File: src/rtl/core/cfsr_pkg.sv
`default_nettype none

package cfsr_pkg;

   localparam logic [7:0]  HEADER_BYTE           = 8'hA5;
   localparam int          DEFAULT_COMMAND_WORDS = 4;
   localparam int          INPUT_WORDS           = 4;
   localparam int          JOB_QUEUE_DEPTH       = 2;
   localparam logic [15:0] RESEND_TICKS_RESET    = 16'd10;
   localparam logic [15:0] MAX_WAIT_TICKS_RESET  = 16'd100;

   typedef enum logic [1:0] {
      OP_TICK       = 2'd0,
      OP_RELIABLE   = 2'd1,
      OP_UNRELIABLE = 2'd2,
      OP_RX         = 2'd3
   } cfsr_op_type;

   typedef enum logic [1:0] {
      STATUS_ACKED     = 2'd0,
      STATUS_TIMED_OUT = 2'd1,
      STATUS_BUSY      = 2'd2
   } cfsr_status_type;

   typedef enum logic {
      CSR_RESEND_TICKS   = 1'b0,
      CSR_MAX_WAIT_TICKS = 1'b1
   } cfsr_csr_type;

   typedef enum logic [1:0] {
      BK_IDLE  = 2'd0,
      BK_FRAME = 2'd1,
      BK_ACK   = 2'd2
   } cfsr_back_state_type;

   // One job handed from the front to the back; command words travel beside it.
   typedef struct packed {
      logic            is_frame;
      logic            ack_follows;
      cfsr_status_type status;
      logic [7:0]      seq;
      logic [7:0]      id;
   } cfsr_job_hdr_type;

   // Queue status seen by producer and consumer.
   typedef struct packed {
      logic full;
      logic empty;
   } cfsr_queue_status_type;

endpackage

`default_nettype wire

File: src/rtl/core/command_frame_sender_with_retry.sv
// Command frame sender with acknowledged retry. Every accepted item is classified at once by
// the front end, which owns the sequence number, the wait counters and the held frame, and
// turns it into at most one job (a frame, a frame plus an acked report, or a status report)
// for a two-entry job queue; items that cause no result take no queue slot but are accepted
// only while the queue has room. req_full follows that queue alone, so items go in one per
// cycle until two jobs are pending. The back end serializes jobs into a one-entry output
// register: a frame is loaded, then sent one byte per cycle while the consumer keeps popping
// (4 + 4*COMMAND_WORDS + 1 bytes, 21 at the default) and followed by an acked report if one
// is due; a lone status report goes in once it is free. The checksum is accumulated as the
// bytes leave. Configuration writes take effect on the next tick and are meant for idle time.
`default_nettype none

module command_frame_sender_with_retry
   import cfsr_pkg::*;
#(
   parameter int COMMAND_WORDS = DEFAULT_COMMAND_WORDS
) (
   input  wire logic        clock,
   input  wire logic        reset,
   input  wire logic        csr_wen,
   input  wire logic        csr_index,
   input  wire logic [15:0] csr_wdata,
   input  wire logic        req_push,
   output logic             req_full,
   input  wire logic [1:0]  req_op,
   input  wire logic [7:0]  req_device_id,
   input  wire logic [31:0] req_word_zero,
   input  wire logic [31:0] req_word_one,
   input  wire logic [31:0] req_word_two,
   input  wire logic [31:0] req_word_three,
   input  wire logic [7:0]  req_rx_value,
   output logic             rsp_empty,
   input  wire logic        rsp_pop,
   output logic             rsp_kind,
   output logic [7:0]       rsp_tx_byte,
   output logic             rsp_last_of_run,
   output logic [1:0]       rsp_status
);

   localparam int WORDS_W = 32 * COMMAND_WORDS;
   localparam int HDR_W   = $bits(cfsr_job_hdr_type);
   localparam int JOB_W   = HDR_W + WORDS_W;

   logic                  job_push, job_pop;
   cfsr_job_hdr_type      push_hdr, head_hdr;
   logic [WORDS_W-1:0]    push_words, head_words;
   logic [JOB_W-1:0]      head_data;
   cfsr_queue_status_type q_status;

   assign req_full = q_status.full;

   cfsr_front #(
      .COMMAND_WORDS(COMMAND_WORDS)
   ) u_front (
      .clock          (clock),
      .reset          (reset),
      .csr_wen        (csr_wen),
      .csr_index      (csr_index),
      .csr_wdata      (csr_wdata),
      .req_push       (req_push),
      .req_op         (req_op),
      .req_device_id  (req_device_id),
      .req_word_zero  (req_word_zero),
      .req_word_one   (req_word_one),
      .req_word_two   (req_word_two),
      .req_word_three (req_word_three),
      .req_rx_value   (req_rx_value),
      .job_full       (q_status.full),
      .job_push       (job_push),
      .job_hdr        (push_hdr),
      .job_words      (push_words)
   );

   cfsr_queue #(
      .WIDTH(JOB_W),
      .DEPTH(JOB_QUEUE_DEPTH)
   ) u_queue (
      .clock     (clock),
      .reset     (reset),
      .push      (job_push),
      .push_data ({push_hdr, push_words}),
      .pop       (job_pop),
      .head_data (head_data),
      .status    (q_status)
   );

   assign head_hdr   = cfsr_job_hdr_type'(head_data[JOB_W-1 -: HDR_W]);
   assign head_words = head_data[WORDS_W-1:0];

   cfsr_back #(
      .COMMAND_WORDS(COMMAND_WORDS)
   ) u_back (
      .clock           (clock),
      .reset           (reset),
      .job_empty       (q_status.empty),
      .job_hdr         (head_hdr),
      .job_words       (head_words),
      .job_pop         (job_pop),
      .rsp_pop         (rsp_pop),
      .rsp_empty       (rsp_empty),
      .rsp_kind        (rsp_kind),
      .rsp_tx_byte     (rsp_tx_byte),
      .rsp_last_of_run (rsp_last_of_run),
      .rsp_status      (rsp_status)
   );

   // a frame byte never carries a status code
   a_byte_no_status: assert property (@(posedge clock) disable iff (reset)
      (!rsp_empty && !rsp_kind) |-> (rsp_status == STATUS_ACKED))
      else $error("frame byte with nonzero status");

   // a status report always closes its run and carries no byte
   a_report_last: assert property (@(posedge clock) disable iff (reset)
      (!rsp_empty && rsp_kind) |-> (rsp_last_of_run && rsp_tx_byte == 8'd0))
      else $error("status report malformed");

   // the front never hands a job to a full queue
   a_no_overflow: assert property (@(posedge clock) disable iff (reset)
      job_push |-> !q_status.full)
      else $error("job pushed into full queue");

   // a waiting result holds while the consumer stalls
   a_rsp_hold: assert property (@(posedge clock) disable iff (reset)
      (!rsp_empty && !rsp_pop) |=> (!rsp_empty && $stable(rsp_tx_byte) && $stable(rsp_kind)))
      else $error("result changed while stalled");

endmodule

`default_nettype wire

File: src/rtl/core/cfsr_queue.sv
`default_nettype none

module cfsr_queue
   import cfsr_pkg::*;
#(
   parameter int WIDTH = 32,
   parameter int DEPTH = JOB_QUEUE_DEPTH
) (
   input  wire logic             clock,
   input  wire logic             reset,
   input  wire logic             push,
   input  wire logic [WIDTH-1:0] push_data,
   input  wire logic             pop,
   output logic      [WIDTH-1:0] head_data,
   output cfsr_queue_status_type status
);

   localparam int PTR_W = (DEPTH > 1) ? $clog2(DEPTH) : 1;
   localparam int CNT_W = $clog2(DEPTH + 1);

   logic [WIDTH-1:0] entry_ff [DEPTH];
   logic [PTR_W-1:0] wr_ptr_ff, wr_ptr_in;
   logic [PTR_W-1:0] rd_ptr_ff, rd_ptr_in;
   logic [CNT_W-1:0] count_ff, count_in;
   logic             do_push, do_pop;

   function automatic logic [PTR_W-1:0] ptr_next(input logic [PTR_W-1:0] p);
      return (p == PTR_W'(DEPTH - 1)) ? '0 : p + 1'b1;
   endfunction

   assign status.full  = (count_ff == CNT_W'(DEPTH));
   assign status.empty = (count_ff == '0);
   assign do_push      = push && !status.full;
   assign do_pop       = pop && !status.empty;
   assign head_data    = entry_ff[rd_ptr_ff];

   always_comb begin
      wr_ptr_in = do_push ? ptr_next(wr_ptr_ff) : wr_ptr_ff;
      rd_ptr_in = do_pop ? ptr_next(rd_ptr_ff) : rd_ptr_ff;
      count_in  = count_ff;
      if (do_push && !do_pop) begin
         count_in = count_ff + 1'b1;
      end else if (do_pop && !do_push) begin
         count_in = count_ff - 1'b1;
      end
   end

   always_ff @(posedge clock) begin
      if (reset) begin
         wr_ptr_ff <= '0;
         rd_ptr_ff <= '0;
         count_ff  <= '0;
      end else begin
         wr_ptr_ff <= wr_ptr_in;
         rd_ptr_ff <= rd_ptr_in;
         count_ff  <= count_in;
      end
   end

   always_ff @(posedge clock) begin
      if (do_push) begin
         entry_ff[wr_ptr_ff] <= push_data;
      end
   end

endmodule

`default_nettype wire

File: src/rtl/core/cfsr_front.sv
`default_nettype none

module cfsr_front
   import cfsr_pkg::*;
#(
   parameter int COMMAND_WORDS = DEFAULT_COMMAND_WORDS
) (
   input  wire logic                        clock,
   input  wire logic                        reset,
   input  wire logic                        csr_wen,
   input  wire logic                        csr_index,
   input  wire logic [15:0]                 csr_wdata,
   input  wire logic                        req_push,
   input  wire logic [1:0]                  req_op,
   input  wire logic [7:0]                  req_device_id,
   input  wire logic [31:0]                 req_word_zero,
   input  wire logic [31:0]                 req_word_one,
   input  wire logic [31:0]                 req_word_two,
   input  wire logic [31:0]                 req_word_three,
   input  wire logic [7:0]                  req_rx_value,
   input  wire logic                        job_full,
   output logic                             job_push,
   output cfsr_job_hdr_type                 job_hdr,
   output logic [32*COMMAND_WORDS-1:0]      job_words
);

   localparam int WORDS_W = 32 * COMMAND_WORDS;

   logic [15:0]        resend_ticks_ff, max_wait_ticks_ff;
   logic [7:0]         seq_ff, seq_in;
   logic [7:0]         last_rx_ff, last_rx_in;
   logic               waiting_ff, waiting_in;
   logic [15:0]        elapsed_ff, elapsed_in;
   logic [15:0]        since_send_ff, since_send_in;
   logic [7:0]         held_id_ff, held_id_in;
   logic [WORDS_W-1:0] held_words_ff, held_words_in;

   logic [31:0]        in_word [INPUT_WORDS];
   logic [WORDS_W-1:0] loaded_words;
   logic [7:0]         seq_inc;
   logic [15:0]        elapsed_inc, since_send_inc;
   logic               accept, ack_now;
   cfsr_op_type        op;

   assign in_word[0] = req_word_zero;
   assign in_word[1] = req_word_one;
   assign in_word[2] = req_word_two;
   assign in_word[3] = req_word_three;

   always_comb begin
      for (int i = 0; i < COMMAND_WORDS; i++) begin
         loaded_words[32*i +: 32] = (i < INPUT_WORDS) ? in_word[i % INPUT_WORDS] : 32'd0;
      end
   end

   assign op             = cfsr_op_type'(req_op);
   assign accept         = req_push && !job_full;
   assign seq_inc        = seq_ff + 8'd1;
   assign elapsed_inc    = (elapsed_ff == 16'hFFFF) ? elapsed_ff : elapsed_ff + 16'd1;
   assign since_send_inc = (since_send_ff == 16'hFFFF) ? since_send_ff : since_send_ff + 16'd1;
   assign ack_now        = (last_rx_ff == seq_inc);

   always_comb begin
      seq_in        = seq_ff;
      last_rx_in    = last_rx_ff;
      waiting_in    = waiting_ff;
      elapsed_in    = elapsed_ff;
      since_send_in = since_send_ff;
      held_id_in    = held_id_ff;
      held_words_in = held_words_ff;
      job_push      = 1'b0;
      job_hdr       = '{is_frame: 1'b0, ack_follows: 1'b0, status: STATUS_ACKED,
                        seq: seq_inc, id: held_id_ff};
      job_words     = held_words_ff;
      if (accept) begin
         case (op)
            OP_RELIABLE, OP_UNRELIABLE: begin
               job_push = 1'b1;
               if (waiting_ff) begin
                  job_hdr.status = STATUS_BUSY;
               end else begin
                  seq_in            = seq_inc;
                  held_id_in        = req_device_id;
                  held_words_in     = loaded_words;
                  job_hdr.is_frame  = 1'b1;
                  job_hdr.id        = req_device_id;
                  job_words         = loaded_words;
                  if (op == OP_RELIABLE) begin
                     job_hdr.ack_follows = ack_now;
                     waiting_in          = !ack_now;
                     elapsed_in          = '0;
                     since_send_in       = '0;
                  end
               end
            end
            OP_TICK: begin
               if (waiting_ff) begin
                  elapsed_in    = elapsed_inc;
                  since_send_in = since_send_inc;
                  if (elapsed_inc > max_wait_ticks_ff) begin
                     job_push       = 1'b1;
                     job_hdr.status = STATUS_TIMED_OUT;
                     waiting_in     = 1'b0;
                  end else if (since_send_inc > resend_ticks_ff) begin
                     // resend the held frame under a fresh sequence number
                     job_push            = 1'b1;
                     job_hdr.is_frame    = 1'b1;
                     job_hdr.ack_follows = ack_now;
                     seq_in              = seq_inc;
                     since_send_in       = '0;
                     waiting_in          = !ack_now;
                  end
               end
            end
            OP_RX: begin
               last_rx_in = req_rx_value;
               if (waiting_ff && req_rx_value == seq_ff) begin
                  job_push       = 1'b1;
                  job_hdr.status = STATUS_ACKED;
                  waiting_in     = 1'b0;
               end
            end
            default: begin
            end
         endcase
      end
   end

   always_ff @(posedge clock) begin
      if (reset) begin
         resend_ticks_ff   <= RESEND_TICKS_RESET;
         max_wait_ticks_ff <= MAX_WAIT_TICKS_RESET;
         seq_ff            <= '0;
         last_rx_ff        <= '0;
         waiting_ff        <= 1'b0;
         elapsed_ff        <= '0;
         since_send_ff     <= '0;
      end else begin
         if (csr_wen) begin
            case (cfsr_csr_type'(csr_index))
               CSR_RESEND_TICKS:   resend_ticks_ff   <= csr_wdata;
               CSR_MAX_WAIT_TICKS: max_wait_ticks_ff <= csr_wdata;
               default: begin
               end
            endcase
         end
         seq_ff        <= seq_in;
         last_rx_ff    <= last_rx_in;
         waiting_ff    <= waiting_in;
         elapsed_ff    <= elapsed_in;
         since_send_ff <= since_send_in;
      end
   end

   always_ff @(posedge clock) begin
      held_id_ff    <= held_id_in;
      held_words_ff <= held_words_in;
   end

endmodule

`default_nettype wire

File: src/rtl/core/cfsr_back.sv
`default_nettype none

module cfsr_back
   import cfsr_pkg::*;
#(
   parameter int COMMAND_WORDS = DEFAULT_COMMAND_WORDS
) (
   input  wire logic                        clock,
   input  wire logic                        reset,
   input  wire logic                        job_empty,
   input  wire cfsr_job_hdr_type            job_hdr,
   input  wire logic [32*COMMAND_WORDS-1:0] job_words,
   output logic                             job_pop,
   input  wire logic                        rsp_pop,
   output logic                             rsp_empty,
   output logic                             rsp_kind,
   output logic [7:0]                       rsp_tx_byte,
   output logic                             rsp_last_of_run,
   output logic [1:0]                       rsp_status
);

   localparam int WORDS_W     = 32 * COMMAND_WORDS;
   localparam int FRAME_BYTES = 4 + 4 * COMMAND_WORDS + 1;
   localparam int IDX_W       = $clog2(FRAME_BYTES);
   localparam int OFF_W       = $clog2(4 * COMMAND_WORDS);

   cfsr_back_state_type state_ff, state_in;
   cfsr_job_hdr_type    cur_hdr_ff, cur_hdr_in;
   logic [WORDS_W-1:0]  cur_words_ff, cur_words_in;
   logic [IDX_W-1:0]    idx_ff, idx_in;
   logic [7:0]          sum_ff, sum_in;
   logic [IDX_W-1:0]    word_off;
   logic [7:0]          frame_byte;
   logic                out_free;

   logic                valid_ff, valid_in;
   logic                kind_ff, kind_in;
   logic [7:0]          byte_ff, byte_in;
   logic                last_ff, last_in;
   logic [1:0]          status_ff, status_in;

   assign out_free = !valid_ff || rsp_pop;
   assign word_off = idx_ff - IDX_W'(4);

   always_comb begin
      if (idx_ff == IDX_W'(0) || idx_ff == IDX_W'(1)) begin
         frame_byte = HEADER_BYTE;
      end else if (idx_ff == IDX_W'(2)) begin
         frame_byte = cur_hdr_ff.seq;
      end else if (idx_ff == IDX_W'(3)) begin
         frame_byte = cur_hdr_ff.id;
      end else if (idx_ff == IDX_W'(FRAME_BYTES - 1)) begin
         frame_byte = sum_ff;
      end else begin
         frame_byte = cur_words_ff[{word_off[OFF_W-1:0], 3'b000} +: 8];
      end
   end

   always_comb begin
      state_in     = state_ff;
      cur_hdr_in   = cur_hdr_ff;
      cur_words_in = cur_words_ff;
      idx_in       = idx_ff;
      sum_in       = sum_ff;
      job_pop      = 1'b0;
      valid_in     = valid_ff && !rsp_pop;
      kind_in      = kind_ff;
      byte_in      = byte_ff;
      last_in      = last_ff;
      status_in    = status_ff;
      case (state_ff)
         BK_IDLE: begin
            if (!job_empty) begin
               if (job_hdr.is_frame) begin
                  job_pop      = 1'b1;
                  cur_hdr_in   = job_hdr;
                  cur_words_in = job_words;
                  idx_in       = '0;
                  sum_in       = '0;
                  state_in     = BK_FRAME;
               end else if (out_free) begin
                  job_pop   = 1'b1;
                  valid_in  = 1'b1;
                  kind_in   = 1'b1;
                  byte_in   = '0;
                  last_in   = 1'b1;
                  status_in = job_hdr.status;
               end
            end
         end
         BK_FRAME: begin
            if (out_free) begin
               valid_in  = 1'b1;
               kind_in   = 1'b0;
               byte_in   = frame_byte;
               status_in = STATUS_ACKED;
               last_in   = 1'b0;
               // checksum covers the sequence byte through the last word byte
               if (idx_ff >= IDX_W'(2)) begin
                  sum_in = sum_ff + frame_byte;
               end
               if (idx_ff == IDX_W'(FRAME_BYTES - 1)) begin
                  last_in  = !cur_hdr_ff.ack_follows;
                  state_in = cur_hdr_ff.ack_follows ? BK_ACK : BK_IDLE;
               end else begin
                  idx_in = idx_ff + 1'b1;
               end
            end
         end
         BK_ACK: begin
            if (out_free) begin
               valid_in  = 1'b1;
               kind_in   = 1'b1;
               byte_in   = '0;
               last_in   = 1'b1;
               status_in = STATUS_ACKED;
               state_in  = BK_IDLE;
            end
         end
         default: begin
            state_in = BK_IDLE;
         end
      endcase
   end

   always_ff @(posedge clock) begin
      if (reset) begin
         state_ff <= BK_IDLE;
         valid_ff <= 1'b0;
      end else begin
         state_ff <= state_in;
         valid_ff <= valid_in;
      end
   end

   always_ff @(posedge clock) begin
      cur_hdr_ff   <= cur_hdr_in;
      cur_words_ff <= cur_words_in;
      idx_ff       <= idx_in;
      sum_ff       <= sum_in;
      kind_ff      <= kind_in;
      byte_ff      <= byte_in;
      last_ff      <= last_in;
      status_ff    <= status_in;
   end

   assign rsp_empty       = !valid_ff;
   assign rsp_kind        = kind_ff;
   assign rsp_tx_byte     = byte_ff;
   assign rsp_last_of_run = last_ff;
   assign rsp_status      = status_ff;

endmodule

`default_nettype wire
File: config.mk
export PLATFORM = sky130hd
export DESIGN_NAME = command_frame_sender_with_retry
export DESIGN_NICKNAME = d
export VERILOG_FILES = /design/src/rtl/core/cfsr_pkg.sv /design/src/rtl/core/command_frame_sender_with_retry.sv /design/src/rtl/core/cfsr_queue.sv /design/src/rtl/core/cfsr_front.sv /design/src/rtl/core/cfsr_back.sv
export SDC_FILE = /design/constraint.sdc
export NUM_CORES = 1
export LEC_CHECK = 0
export BUFFER_PORTS_ARGS = -buffer_cell sky130_fd_sc_hd__buf_2
export CAP_MARGIN = 10
export CORE_MARGIN = 1.5
export CORE_UTILIZATION = 60
export DETAILED_ROUTE_END_ITERATION = 8
export GPL_TIMING_DRIVEN = 0
export PLACE_DENSITY = 0.84
export SYNTH_ARGS = -nofsm -noshare
export SYNTH_HDL_FRONTEND = slang
export SYNTH_HIERARCHICAL = 1
export SYNTH_SLANG_ARGS = --single-unit
File: constraint.sdc
create_clock -name clock -period 21.4 [get_ports clock]
set_input_delay 0 -clock clock [delete_from_list [all_inputs] [get_ports clock]]
set_output_delay 0 -clock clock [all_outputs]
set_load 0.1 [all_outputs]
==> results of run 1 <==
-- registers in the layout (all words and copies together), names as in the netlist, 2 cells and up, named ones only --
signal and flops:
u_back/cur_hdr_ff 17, u_back/cur_words_ff 128, u_back/idx_ff 5, u_back/rsp_status 2
u_back/rsp_tx_byte 8, u_back/state_ff 2, u_back/sum_ff 8, u_front/elapsed_ff 16
u_front/held_id_ff 8, u_front/held_words_ff 128, u_front/last_rx_ff 8, u_front/max_wait_ticks_ff 16
u_front/resend_ticks_ff 16, u_front/seq_ff 8, u_front/since_send_ff 16, u_queue/count_ff 2
u_queue/entry_ff 296
-- area by class of cell --
class / count / area [sq um]
plain buffers: 82 / 468
well taps: 600 / 751
repair buffers: 364 / 2850
clock inverters: 31 / 305
multi-input cells: 1048 / 8680
clock buffers: 95 / 1940
inverters: 59 / 229
flip-flops and latches: 691 / 18500
fillers: 2677 / 11900
diodes: 1 / 2.50
-- worst max path at each step --
stage | endpoint | start | slack (ns)
6_report | u_queue/entry_ff[0][20] | u_front/elapsed_ff[0] | 15.56
5_1_grt | u_queue/entry_ff[0][20] | u_front/elapsed_ff[0] | 15.26
4_1_cts | u_queue/entry_ff[0][20] | u_front/elapsed_ff[0] | 15.66
3_5_place_dp | u_queue/entry_ff[0][19] | u_front/elapsed_ff[0] | 15.68
3_3_place_gp | u_back/cur_words_ff[30] | flop | 10.74
2_1_floorplan | u_back/cur_hdr_ff[0] | flop | 13.96
-- critical path, delay by kind of cell, from the launching register on --
family	cells	cell delay, ns
adder cells (fa/ha/maj)	2	0.54
flip-flops	1	0.43
buffers and inverters	4	1.12
AO/OA/AOI/OAI	4	0.75
XOR/XNOR	1	0.14
AND/OR/NAND/NOR	9	2.28
-- cell families (layout without fill, tap and decap cells) --
group | after synthesis | after routing | synth area share
AO/OA/AOI/OAI | 223 | 223 | 0.0526
XOR/XNOR | 50 | 50 | 0.0157
adder cells (fa/ha/maj) | 58 | 58 | 0.0263
buffers and inverters | 141 | 631 | 0.0247
flip-flops | 691 | 691 | 0.664
multiplexers | 344 | 344 | 0.151
other | 0 | 1 | 0
AND/OR/NAND/NOR | 373 | 373 | 0.0658
-- synthesized netlist by cell type (all sizes together), types with 6 or more instances --
| library cell | n | area [sq um] |
|---|---|---|
| o31ai | 8 | 87.6 |
| buf | 38 | 303 |
| a21o | 11 | 82.6 |
| a22o | 14 | 123 |
| mux4 | 29 | 676 |
| o21ai | 32 | 160 |
| nor4 | 6 | 58.8 |
| o22ai | 7 | 43.8 |
| ha | 57 | 713 |
| o211ai | 6 | 50.1 |
| nand2b | 15 | 93.8 |
| nor2 | 70 | 268 |
| nor2b | 27 | 171 |
| a21oi | 96 | 495 |
| edfxtp | 466 | 14000 |
| xor2 | 14 | 123 |
| nor3 | 18 | 95.1 |
| nand4 | 15 | 100 |
| nand2 | 131 | 494 |
| and2 | 11 | 68.8 |
| and3 | 13 | 81.3 |
| clkbuf | 44 | 165 |
| a211o | 7 | 70.1 |
| xnor2 | 36 | 315 |
| or3 | 8 | 50.1 |
| nand3 | 43 | 228 |
| dfxtp | 225 | 4500 |
| mux2i | 19 | 190 |
| mux2 | 296 | 3330 |
| a31oi | 8 | 50.1 |
| inv | 59 | 221 |
-- metrics by stage --
step | cell area, sq um | cells | total power, W
floorplan | 27900 | 1880 | 0.00296
global placement | 29500 | 2661 | 0.00330
detailed placement | 29700 | 2671 | 0.00335
CTS | 33700 | 2970 | 0.00457
global route | 33700 | 2971 | 0.00479
finish | 33700 | 2971 | 0.00462
-- report_power, final --
part / leakage [nW] / switching, W / internal (W)
registers: 6.16 / 0.000125 / 0.00191
clock network: 1.10 / 0.000517 / 0.000689
logic: 5.11 / 0.000828 / 0.000551
total: 12.4 / 0.00147 / 0.00315
-- metal layers --
metal | global-route usage | vias to the layer above | share of wire
met1 | 0.368 | 8720 | 0.39
met5 | 0 | - | 0
met3 | 0.0405 | 152 | 0.064
li1 | - | 7882 | -
met2 | 0.499 | 761 | 0.51
met4 | 0.130 | 0 | 0.039
-- timing repair --
item,in CTS,in global routing
hold buffers,173,0
endpoints found under the setup margin,0,0
endpoints found under the hold margin,458,0
resized for setup,0,0
buffers inserted,0,0
==> metrics.csv, run 1 <==
metric,value,unit
clock tree from TritonCTS,built,
FMAX,171,MHz
DRT antenna net count,0,
Final Wtd Congestion,0.909,
Most common cell on crit path,nand2_1,
Initial Util,0.611,
Initial DRC Count,1717,
Die Ht,218,um
r2r endpoint,u_queue/entry_ff[0][20],
clock buffer depth,3,
"CTS clk-pin slew, worst paths",0.06,ns
Peak VDD IR,0.000129,V
DIE AREA,47700,sq um
nets,2541,
CP max FO,89,
max-cap viol count,0,
"most common cell after layout, fill and taps aside",edfxtp_1,
crit share post-route,0.273,
crit path kind,reg -> reg,
Syn Inst Count,1880,
Pins Over Slew Limit,0,
layout cells sized above 1,0.282,
"commonest non-fill, non-tap cells in the layout","edfxtp_1, mux2_2, dfxtp_1",
Reg2Reg Depth,20,
Worst Setup Start Kind,flop,
Setup WS pre-CTS,15.68,ns
RSZ-0062 raised after global routing,no,
R2R Path Start,u_front/elapsed_ff[0],
post-DP HPWL,42.1,mm
syn_nets,2106,
final WL,68.6,mm
PwrDens,137,nW/um^2
# rows,78,
post-synthesis area per instance,14.8,sq um
Final Hold Vio Count,0,
number of setup violations in the final report,0,
CP arrival,6.06,ns
Netlist cell types,79,
first-pass GRT wire length,103,mm
Worst-Skew Late Latency,0.60,ns
initial antenna violation count,1,
Post-synth EDFFs,466,
outcome,"finished, final reports clean",
yosys warns,6,
setup TNS,0,ns
Port Buf Inserts,181,
Routed wire per std cell,23.1,um
final setup margin,15.56,ns
register area share after synthesis,0.664,
clk sinks,691,
core area,45600,sq um
H-tree lvl count,3,
via count,17500,
P_leak,12.4,nW
Min-Delay Path Depth,3,
Root Driver,clkbuf_16,
worst hold slack,0.0346,ns
Top Ports,182,
Rel. slew slack,0.356,
drt pass-1 iters,6,
Area Growth Syn to Fin,21.0,%
pin count of the biggest net entering global routing,90,
worst hold start,req_op[0],
Slew @ Worst Pin,0.965,ns
slowest CP cell,or4_4,
mapped cell area,27900,sq um
vias in the first global route,17900,
asr flop ratio synth,0,
endpoint type of the worst setup path,flop,
"Core Util, Final",0.740,
fin crit period,5.84,ns
most common flop cell mapped by yosys,edfxtp_1,
HP Class,in -> reg,
post-DR vias/cell,5.90,
TritonCTS Buffers,69,
Fin Clk Skew,0.0228,ns
grt ovf,0,
Hold Path Sink,u_queue/entry_ff[0][146],
synthesized flop and latch total,691,
R2R Setup Slk,15.56,ns
critical path's largest stage delay,0.55,ns
"Critical Path, Cell by Cell",ha_1 > nand2_1 > nor4_4 > nand2_1 > buf_2 > nand2_1 > nor2_1 > xnor2_1 > ha_1 > nand2_1 > or4_4 > a21o_1 > o211ai_2 > nand2_2 > a21o_1 > a21oi_1 > inv_1 > or3_1 > inv_8 > buf_16,
die width,218,um
CP required,21.61,ns
GR Util All Layers,0.291,
# DRC,0,
(Power assumes the default switching activity.)
==> inputs of run 2 (changes only) <==
--- a/config.mk
+++ b/config.mk
@@ -8,10 +8,10 @@
 export BUFFER_PORTS_ARGS = -buffer_cell sky130_fd_sc_hd__buf_2
 export CAP_MARGIN = 10
 export CORE_MARGIN = 1.5
-export CORE_UTILIZATION = 60
+export CORE_UTILIZATION = 54
 export DETAILED_ROUTE_END_ITERATION = 8
 export GPL_TIMING_DRIVEN = 0
-export PLACE_DENSITY = 0.84
+export PLACE_DENSITY = 0.8
 export SYNTH_ARGS = -nofsm -noshare
 export SYNTH_HDL_FRONTEND = slang
 export SYNTH_HIERARCHICAL = 1
==> constraint.sdc (replaced) <==
create_clock -name clock -period 5.17 [get_ports clock]
set_input_delay 0 -clock clock [delete_from_list [all_inputs] [get_ports clock]]
set_output_delay 0 -clock clock [all_outputs]
set_load 0.1 [all_outputs]
==> run 2 against run 1 <==
Critical path depth decreased by 1. Worst hold slack improved by 0.0021 ns. Clock power increased to 4.1 times the previous value. Count of clock-buffer cells in the layout increased by 5.
==> metrics.csv, run 2 (synthesis results as in run 1) <==
metric,value,unit
Area Growth Syn to Fin,22.0,%
"CTS clk-pin slew, worst paths",0.06,ns
P_leak,12.5,nW
pin count of the biggest net entering global routing,55,
GR Util All Layers,0.247,
PwrDens,557,nW/um^2
outcome,"finished, final reports clean",
Biggest register,u_queue/entry_ff,
final WL,65.1,mm
crit share post-route,0.946,
clock tree from TritonCTS,built,
PnR Total Power,0.0189,W
TritonCTS Buffers,70,
number of setup violations in the final report,0,
dpl cell area,30000,sq um
Top Ports,182,
CP max FO,35,
setup TNS,0,ns
# rows,83,
via count,17200,
Slew @ Worst Pin,0.950,ns
Worst-Skew Late Latency,0.62,ns
Final Wtd Congestion,0.927,
RSZ-0062 raised after global routing,no,
nets,2551,
CP arrival,5.18,ns
die width,230,um
"commonest non-fill, non-tap cells in the layout","edfxtp_1, mux2_2, dfxtp_1",
n_diodes,0,
clock buffer depth,3,
met3 track demand over resource,0.0391,
FMAX,204,MHz
DIE AREA,53000,sq um
Final Hold Vio Count,0,
Die Ht,230,um
Initial Util,0.544,
M1 GR Usage,0.317,
Finished Cell Area,34000,sq um
max FFs per register,296,
Fin Clk Skew,0.0256,ns
CP required,5.45,ns
H-tree lvl count,3,
post-DR vias/cell,5.61,
Root Driver,clkbuf_16,
post-DP HPWL,42.3,mm
slowest CP cell,or4_4,
final setup margin,0.277,ns
Port Buf Inserts,181,
clk sinks,691,
crit path kind,reg -> reg,
global route hottest layer,met2,
Routed wire per std cell,21.2,um
met2 usage,0.421,
grt ovf,0,
layout cells sized above 1,0.293,
"Critical Path, Cell by Cell",buf_2 > nand4_4 > nor4_4 > buf_4 > nand3_1 > mux2_2 > ha_1 > nand4_1 > or4_4 > a21o_1 > o211ai_2 > nand2_4 > a21o_1 > a21oi_1 > inv_1 > or3_4 > clkinvlp_4 > buf_12 > buf_12,
critical path's largest stage delay,0.50,ns
drt pass-1 iters,6,
"most common cell after layout, fill and taps aside",edfxtp_1,
Setup WS pre-CTS,-0.166,ns
Initial DRC Count,1220,
core area,51200,sq um
fin crit period,4.89,ns
max-cap viol count,0,
HP Class,in -> reg,
Top Registers,"u_queue/entry_ff x296, u_back/cur_words_ff x128, u_front/held_words_ff x128",
Rel. slew slack,0.367,
Pins Over Slew Limit,0,
first-pass GRT wire length,99.4,mm
initial antenna violation count,1,
endpoint type of the worst setup path,flop,
Worst Setup Start Kind,flop,
DRT antenna net count,0,
Peak VDD IR,0.000306,V
# DRC,0,
vias in the first global route,17400,
[run 2: cell types whose count changed in the layout (fill, tap and decap cells not counted), sizes merged, moves of 2 or more]
| cell | previous run | this run |
|---|---|---|
| buf | 229 | 237 |
| clkinvlp | 1 | 3 |
| clkbuf | 139 | 144 |
| and2 | 11 | 13 |
| clkinv | 22 | 19 |
[run 2: path summary, 6_finish.rpt]
kind	start	to	slack, ns	depth (start not counted)
hold / removal	req_push	u_front/since_send_ff[12]	0.04	5
setup / recovery	u_front/elapsed_ff[3]	u_queue/entry_ff[0][32]	0.28	19
hold reg to reg	u_front/resend_ticks_ff[9]	u_front/resend_ticks_ff[9]	0.46	2
setup reg to reg	u_front/elapsed_ff[3]	u_queue/entry_ff[0][32]	0.28	19
[run 2: area by class of cell]
| class | count | area, sq um |
|---|---|---|
| sequential | 691 | 18500 |
| fill | 3376 | 17200 |
| multi-input combinational | 1050 | 8780 |
| timing repair buffer | 371 | 2900 |
| clock buffer | 100 | 1970 |
| tap | 680 | 851 |
| buffer | 82 | 477 |
| clock inverter | 29 | 288 |
| inverter | 59 | 225 |
[run 2: per-stage QoR]
step	hold slack, ns	util	cells
2_1_floorplan	0.0691	-	1880
3_3_place_gp	0.230	0.580	2741
3_5_place_dp	0.235	0.585	2753
4_1_cts	0.0238	0.663	3059
5_1_grt	0.0664	0.664	3062
6_report	0.0367	0.664	3062
[run 2: routing by layer]
| metal | vias up | part of all wire |
|---|---|---|
| met5 | - | 0.00020 |
| met4 | 2 | 0.037 |
| met3 | 135 | 0.047 |
| met2 | 550 | 0.50 |
| met1 | 8593 | 0.42 |
| li1 | 7901 | - |
[run 2: timing repair]
| item | in CTS | in global routing |
|---|---|---|
| resized for setup | 1 | 1 |
| endpoints found under the hold margin | 459 | 0 |
| pin swaps | 1 | 2 |
| endpoints found under the setup margin | 159 | 233 |
| setup buffers | 3 | 3 |
| hold buffers | 172 | 0 |
| gates cloned | 2 | 0 |
[run 2: power breakdown]
group | internal [W] | switching, W | leakage [nW]
combinational | 0.00229 | 0.00336 | 5.19
sequential | 0.00790 | 0.000454 | 6.16
clock | 0.00283 | 0.00211 | 1.11
[run 2: critical path: cells and delay by family (launching register included)]
family                     cells  cell delay (ns)
DFF                            1             0.30
AOI/OAI and AO/OA              4             0.69
and+or+nand+nor                7             1.86
muxes                          1             0.31
adders and majority gates      1             0.28
buffers and inverters          6             1.09
